$ cat src/sv/assert_macros.svh
// Assertion helpers for the band energy evaluator.
`ifndef ASSERT_MACROS_SVH
`define ASSERT_MACROS_SVH

// Implication whose consequent is checked in the next cycle.
`define ASSERT_NEXT(label, clk, rst_n, ante, cons, msg) \
    label: assert property (@(posedge clk) disable iff (!rst_n) (ante) |=> (cons)) \
        else $error(msg);

// Implication checked in the same cycle.
`define ASSERT_SAME(label, clk, rst_n, ante, cons, msg) \
    label: assert property (@(posedge clk) disable iff (!rst_n) (ante) |-> (cons)) \
        else $error(msg);

`endif

$ cat src/sv/gbe_pkg.sv
package gbe_pkg;

    localparam int CORDIC_STEPS = 20;
    localparam int CSTEPS = (CORDIC_STEPS > 32) ? 32 : CORDIC_STEPS;

    localparam logic [31:0] SQRT3_HALF_Q32 = 32'd3719550787;
    localparam logic [30:0] HALF_PI_Q30 = 31'd1686629713;
    localparam logic signed [33:0] CORDIC_GAIN_Q30 = 34'sd652032874;
    localparam logic [19:0] HOP_RESET = 20'd198771;
    localparam logic [22:0] ENERGY_MAX = 23'd4194303;

    // Register stages from request to result: phase, cosine load and rotations,
    // product and radicand, root load and bits, scaling and output.
    localparam int SQRT_STEPS = 32;
    localparam int LATENCY = 1 + (CSTEPS + 1) + 2 + (SQRT_STEPS + 1) + 2;

    // Arctangent table in Q0.30, one entry per CORDIC step.
    function automatic logic [29:0] atan_q30(input int i);
        logic [29:0] v;
        case (i)
            0: v = 30'd843314857;
            1: v = 30'd497837829;
            2: v = 30'd263043837;
            3: v = 30'd133525159;
            4: v = 30'd67021687;
            5: v = 30'd33543516;
            6: v = 30'd16775851;
            7: v = 30'd8388437;
            8: v = 30'd4194283;
            9: v = 30'd2097149;
            31: v = 30'd0;
            default: v = 30'd1 << (30 - i);
        endcase
        return v;
    endfunction

    // Status that travels along with each request.
    typedef struct packed {
        logic valid;
        logic clamped;
    } t_tag;

endpackage

$ cat src/sv/gbe_sqrt.sv
module gbe_sqrt import gbe_pkg::*; (
    input  logic        i_clk,
    input  logic        i_rst_n,
    input  t_tag        i_tag,
    input  logic [63:0] i_rad,
    output t_tag        o_tag,
    output logic [31:0] o_root
);

    // Restoring square root, one result bit per stage.
    t_tag        r_tag [0:SQRT_STEPS];
    logic [63:0] r_rem [0:SQRT_STEPS];
    logic [31:0] r_q   [0:SQRT_STEPS];

    always_ff @(posedge i_clk) begin
        if (!i_rst_n) begin
            r_tag[0] <= '0;
        end else begin
            r_tag[0] <= i_tag;
        end
        r_rem[0] <= i_rad;
        r_q[0]   <= '0;
    end

    for (genvar g = 0; g < SQRT_STEPS; g++) begin : g_bit
        localparam int B = SQRT_STEPS - 1 - g;
        logic [64:0] n_trial;
        logic [64:0] n_cand;
        always_comb begin
            n_cand  = 65'(r_q[g]) << (B + 1);
            n_trial = n_cand | (65'd1 << (2 * B));
        end
        always_ff @(posedge i_clk) begin
            if (!i_rst_n) begin
                r_tag[g+1] <= '0;
            end else begin
                r_tag[g+1] <= r_tag[g];
            end
            if ({1'b0, r_rem[g]} >= n_trial) begin
                r_rem[g+1] <= 64'({1'b0, r_rem[g]} - n_trial);
                r_q[g+1]   <= r_q[g] | (32'd1 << B);
            end else begin
                r_rem[g+1] <= r_rem[g];
                r_q[g+1]   <= r_q[g];
            end
        end
    end

    assign o_tag  = r_tag[SQRT_STEPS];
    assign o_root = r_q[SQRT_STEPS];

endmodule

$ cat config.mk
export PLATFORM = sky130hd
export DESIGN_NAME = gbe_sqrt
export DESIGN_NICKNAME = d
export VERILOG_FILES = /design/src/sv/assert_macros.svh /design/src/sv/gbe_pkg.sv /design/src/sv/gbe_sqrt.sv
export SDC_FILE = /design/constraint.sdc
export NUM_CORES = 2
export LEC_CHECK = 0
export BUFFER_PORTS_ARGS = -buffer_cell sky130_fd_sc_hd__buf_2
export CORE_MARGIN = 5
export CORE_UTILIZATION = 55
export DETAILED_ROUTE_END_ITERATION = 7
export PLACE_DENSITY = 0.69
export SLEW_MARGIN = 20
export SYNTH_ARGS = -nofsm -noshare
export SYNTH_HDL_FRONTEND = slang
export SYNTH_SLANG_ARGS = --single-unit
$ cat constraint.sdc
create_clock -name i_clk -period 4.6 [get_ports i_clk]
set_clock_uncertainty 0.05 [all_clocks]
set_input_delay 0.23 -clock i_clk [delete_from_list [all_inputs] [get_ports i_clk]]
set_output_delay 0.23 -clock i_clk [all_outputs]
set_load 0.01 [all_outputs]
# [Yosys cells after proc, flatten, opt, wreduce, memory -nomap -nowiden]
# Memory sizes are Yosys's and may differ from the RTL's.
# Cells that the tools add are included.
[totals] register_bits=0 ramBits=3234 inputBits=68 output_inout_bits=34 wordCells=359 n_memories=3
[memory_table] name="r_rem" depth=33 word_bits=64 rd=32 rd_clocked_by_memory_dff=0 wr=33 line="gbe_sqrt.sv:12" rtl="logic [63:0] r_rem [0:SQRT_STEPS];"
[memory_table] name="r_q" depth=33 word_bits=32 rd=33 rd_clocked_by_memory_dff=0 wr=33 line="gbe_sqrt.sv:13" rtl="logic [31:0] r_q [0:SQRT_STEPS];"
[memory_table] name="r_tag" depth=33 word_bits=2 rd=33 rd_clocked_by_memory_dff=0 wr=33 line="gbe_sqrt.sv:11" rtl="t_tag r_tag [0:SQRT_STEPS];"
[classes] addsub=32 n_lt_le_gt_ge=32 mux=195 bitwise=97
[op_table] op="2-to-1 mux 64 bit" n=32
[op_table] op="2-to-1 mux 32 bit" n=32
[op_table] op="2-to-1 mux 1 bit" n=98
[op_table] op="bitwise OR 1 bit" n=97
[op_table] op="2-to-1 mux 2 bit" n=33
[op_table] op=">= comparator 64 x 33 -> 1 bit" n=1
[op_table] op=">= comparator 64 x 34 -> 1 bit" n=1
[op_table] op=">= comparator 64 x 35 -> 1 bit" n=1
[op_table] op=">= comparator 64 x 36 -> 1 bit" n=1
[op_table] op=">= comparator 64 x 37 -> 1 bit" n=1
[op_table] op=">= comparator 64 x 38 -> 1 bit" n=1
[op_table] op=">= comparator 64 x 39 -> 1 bit" n=1
[op_table] op=">= comparator 64 x 40 -> 1 bit" n=1
[op_table] op=">= comparator 64 x 41 -> 1 bit" n=1
[op_table] op=">= comparator 64 x 42 -> 1 bit" n=1
[op_table] op=">= comparator 64 x 43 -> 1 bit" n=1
[op_table] op=">= comparator 64 x 44 -> 1 bit" n=1
[op_table] op=">= comparator 64 x 45 -> 1 bit" n=1
[op_table] op=">= comparator 64 x 46 -> 1 bit" n=1
[op_table] op=">= comparator 64 x 47 -> 1 bit" n=1
[op_table] op=">= comparator 64 x 48 -> 1 bit" n=1
[op_table] op=">= comparator 64 x 49 -> 1 bit" n=1
[op_table] op=">= comparator 64 x 50 -> 1 bit" n=1
[op_table] op=">= comparator 64 x 51 -> 1 bit" n=1
[op_table] op="45 further kinds" n=45

# [Logic depth before layout (Yosys ltp)]
# An unclocked memory read counts as a cell.
[logic_depth] depth_word=5 mapped_depth=16

# [Least setup slack after synthesis]
# Ideal clock, no wire load.
[synth_path] kind="flip-flop to flip-flop" from="memory r_q[29][25]" to="memory r_rem[30][11]" t_arrival_ns=3.038 required_ns=4.418 setup_slack_ns=1.379 path_stages_with_launch=13 n_path_buf=4 path_cell_list="dfxtp_1 > inv_1 > ha_1 > clkbuf_1 > nand3_1 > or4_1 > a211oi_1 > o31ai_1 > a21oi_1 > clkbuf_1 > clkbuf_1 > clkbuf_1 > a21oi_1"
[synth_rtl] element="start, declared" line="gbe_sqrt.sv:13"
[synth_rtl] element="end, declared" line="gbe_sqrt.sv:12"

==> results by stage <==
Run status:
- The flow ran to the end, and the final reports show no timing, DRC or antenna violations.

STA:
- Static timing analysis puts the maximum clock frequency at about 230 MHz.
- The count of pins over their slew limit came to 0.
- The tightest slew margin relative to the limit is 0.220.
- For the pin with the worst max-slew slack, the measured transition is 1.16 ns.
- The total setup violations reported at the end of the flow is 0.
- Setup repair after global routing left no endpoint under its margin.
- The part of the cycle the worst path needs is 0.933.
- The hold violation count in the final report came to 0.
- The final critical delay including setup and external delays is 4.29 ns.
- Summed over all failing endpoints, the final setup total negative slack is 0 ns.

Setup path:
- The startpoint type of the worst setup path is a register.
- The worst register-to-register path begins at r_q[25][27].
- The type of the worst setup path is reg -> reg.
- The endpoint identified for the worst register-to-register timing path is r_rem[26][38].
- The critical path arrival is approximately 5.0 ns.
- STA puts the critical path data required time at approximately 5.3 ns.
- The maximum fanout encountered on the critical timing path is 31.
- The register-to-register path setup slack is just over 0.3 ns.
- The worst setup path is captured at a register.
- The number of cells on the worst reg-to-reg path is 13.

CTS:
- In this run, post-CTS hold repair placed roughly 130 buffers.
- The clock net sink count is 2642.
- The clock-pin slew on the worst setup and hold paths is roughly 0.06 ns.
- The number of levels the H-tree was split into is 5.
- The number of clock buffers added by TritonCTS is roughly 280.
- The library cell used as clock root buffer is clkbuf_16.
- After clock tree synthesis, the setup repair step added 0 buffers.
- The later pin in the worst-skew pair is clocked with a latency of 0.92 ns.
- The clock passes through at most 4 buffers.
- The post-cts gate resize count is 0.
- TritonCTS built the clock tree.

Layout:
- Relative to the synthesized area, the layout overhead comes to 14.4%.
- The final design area excluding fillers is roughly 110000 um^2.
- The post-layout utilization of the core is 0.631.
- The layout filler cell count is ~14000.
- The final-stage net count is roughly 11000.
- The finished layout holds 12500 standard cells, fillers aside.
- The fraction of final layout cells with drive strength greater than 1 is 0.0750.

Drt:
- The routed layout has approximately 70000 vias.
- The violation count after the first detailed-routing iteration is 4265.
- The count of nets left with antenna violations once routing finished came out at 0.
- The first-pass iteration count of the detailed router is 6.
- In the routed design, unresolved DRC markers number 0.
- The final layout contains routed wiring with a total length of 239000 um.
- In the final routed layout, each cell accounts on average for 19.1 um.
- Using the TritonRoute via totals, the vias-per-cell ratio works out to 5.48.

Global routing:
- The final global-route overflow total is 0.
- The initial antenna violation count is 8.
- The pin count of the biggest net entering global routing is 67.
- The global-route usage over all layers is 0.251.
- The via count of the first global-routing pass is 68100.
- The first-pass GRT wire length is roughly 370000 um.

Pwr:
- The total power after layout is a little over 70 mW.
- The worst vdd rail ir drop is about 0.51 mV.
- The power density relative to cell area is between 600 and 700 nW/um^2.
- The static leakage is approximately 51 nW.

Synth:
- The Yosys warning count is 0.
- The synthesized design contains between 2000 and 3000 register bits.
- The sequential fraction of the synthesis area is 0.545.
- Yosys attributes the largest share of cell area to dfxtp_1, ha_1, xnor2_1.
- The flip-flop cell with the highest count after synthesis is dfxtp_1.
- The biggest area consumer among synthesized cells is dfxtp_1.
- The fraction of registers with async set or reset after synthesis is 0.
- In this run, synthesis inferred 0 flip-flops with an integrated enable.
- The cell area that synthesis handed to floorplanning was ~97000 um^2.
- The share of the synthesized area in the top cell type is 0.545.
- The number of library cell types mapped by synthesis is a little over 90.
- A synthesized cell averages ~10 um^2.
- The synthesized netlist net count is between 10000 and 15000.
- The cell count after synthesis came out at between 9000 and 10000.

Floorplan:
- The area of the die is ~180000 um^2.
- Row generation in the floorplan step produced 154 rows.
- The core area is roughly 180000 um^2.
- The initial standard-cell utilization of the core is 0.552.
- In this run the count of I/O pins placed on the die edge is 102.
- The die width is around 430 um.
- The vertical die dimension is about 430 um.

Hold path:
- The worst min-delay path startpoint is r_rem[24][10].
- The worst hold path terminates at r_rem[25][10].
- In this run the worst hold path is classified as reg -> reg.
- The cell depth of the worst min-delay path is 0.

Placed design:
- Once placement completed, the tool counted placed cells totaling approximately 12000.
- The last weighted congestion value of the routability-driven placer is a little over 0.9.
- Summing all placed instances gives a cell area of between 100000 and 150000 um^2.
- The wire-length estimate of the detail-placed layout is roughly 180000 um.
- During placement, the flow inserted port buffers numbering 101.

Flow run:
- The count of maximum capacitance violations is 0.
sequential cells by signal, indices dropped and copies added (netlist names):
signal,cells
r_tag,66
r_q,528
r_rem,2048
Yosys cell counts (23+ instances only):
cell      number
a211oi_1      31
a21boi_0      23
a21o_1       247
a21oi_1      628
a31oi_1       41
and2_1        87
and3_1        43
clkbuf_1     148
dfxtp_1     2642
ha_1         558
inv_1        704
mux2_1        38
mux2_2        80
nand2_1      550
nand2b_1     112
nand3_1      143
nand3b_1      37
nand4_1      143
nor2_1       638
nor2b_1       81
nor3_1       248
nor4_1       330
nor4b_1       44
o21a_1        99
o21ai_0      301
o21ai_1       68
o21bai_1      68
o31ai_1       45
or2_2         38
or3_1        112
or4_1         52
xnor2_1      472
xor2_1       406
worst max-delay path by stage:
| stage | start | end | slack (ns) | cells after the start |
|---|---|---|---|---|
| floorplan | r_q[29][25] | r_rem[30][11] | 1.38 | 12 |
| global placement | r_q[17][28] | r_rem[18][57] | 0.38 | 12 |
| detailed placement | r_q[17][28] | r_rem[18][51] | 0.42 | 12 |
| CTS | r_q[17][30] | r_rem[18][51] | 0.36 | 12 |
| global route | r_q[17][30] | r_rem[18][51] | 0.01 | 12 |
| finish | r_q[25][27] | r_rem[26][38] | 0.31 | 13 |
stage by stage:
step / worst slack [ns] / hold slack (ns)
after CTS: 0.361 / 0.234
after detailed placement: 0.417 / 0.284
after global routing: 0.0124 / 0.238
final: 0.306 / 0.240
after global placement: 0.376 / 0.282
after floorplan: 1.38 / 0.208
per-layer routing:
layer / wire length, um / up-vias / global-route usage / part of all wire
met1: 106000 / 32500 / 0.326 / 0.44
met4: 5970 / 0 / 0.0701 / 0.025
met3: 11000 / 413 / 0.0328 / 0.046
li1: - / 33800 / - / -
met2: 116000 / 1622 / 0.439 / 0.49
met5: 0 / - / 0 / 0
where the power goes:
| group | switching, mW | internal, mW | total [mW] |
|---|---|---|---|
| sequential | 4.39 | 27.8 | 32.2 |
| combinational | 8.82 | 7.19 | 16.0 |
| clock | 8.88 | 13.8 | 22.7 |
| total | 22.1 | 48.8 | 70.9 |
placed cells by master, fill, tap and decap left out, types with 301 or more instances in the layout:
master / synthesis / routed
a21oi_1: 628 / 627
dfxtp_1: 2642 / 2642
ha_1: 558 / 558
inv_1: 704 / 704
nand2_1: 550 / 550
nor2_1: 638 / 637
nor4_1: 330 / 327
o21ai_0: 301 / 301
xnor2_1: 472 / 472
xor2_1: 406 / 406
cells by family (layout without fill, tap and decap cells):
family          after synthesis  count (layout)  share of synthesized area
simple gates               2753            2753                      0.147
flops                      2642            2642                      0.545
compound gates             1712            1712                      0.108
buf+inv                     882            1475                     0.0343
xor+xnor                    878             878                     0.0792
fa+ha+maj                   558             558                     0.0719
mux                         124             124                     0.0143
other cells                   0               2                          0
area by class of cell:
cell class | instances | area [um^2] | area share
flip-flops and latches | 2642 | 52900 | 0.476
multi-input cells | 6025 | 40900 | 0.368
inverters | 708 | 2660 | 0.0239
clock buffers | 389 | 8270 | 0.0745
clock inverters | 94 | 1120 | 0.0101
diodes | 2 | 5.00 | 0.0000451
repair buffers | 284 | 2240 | 0.0202
well taps | 2340 | 2930 | 0.0264
critical path: stages (launching register included):
cell and delay (ns):
dfxtp_1 0.35, inv_1 0.05, ha_1 0.43, nand2_1 0.23, nor2_1 0.29, nand4_1 0.34
nor4_1 0.60, nand3_1 0.16, nand3_1 0.15, or2_0 0.35, nor2_1 0.08, buf_4 0.25
inv_2 0.46, mux2_1 0.37
Note: power is estimated with default switching activity, not from simulation.
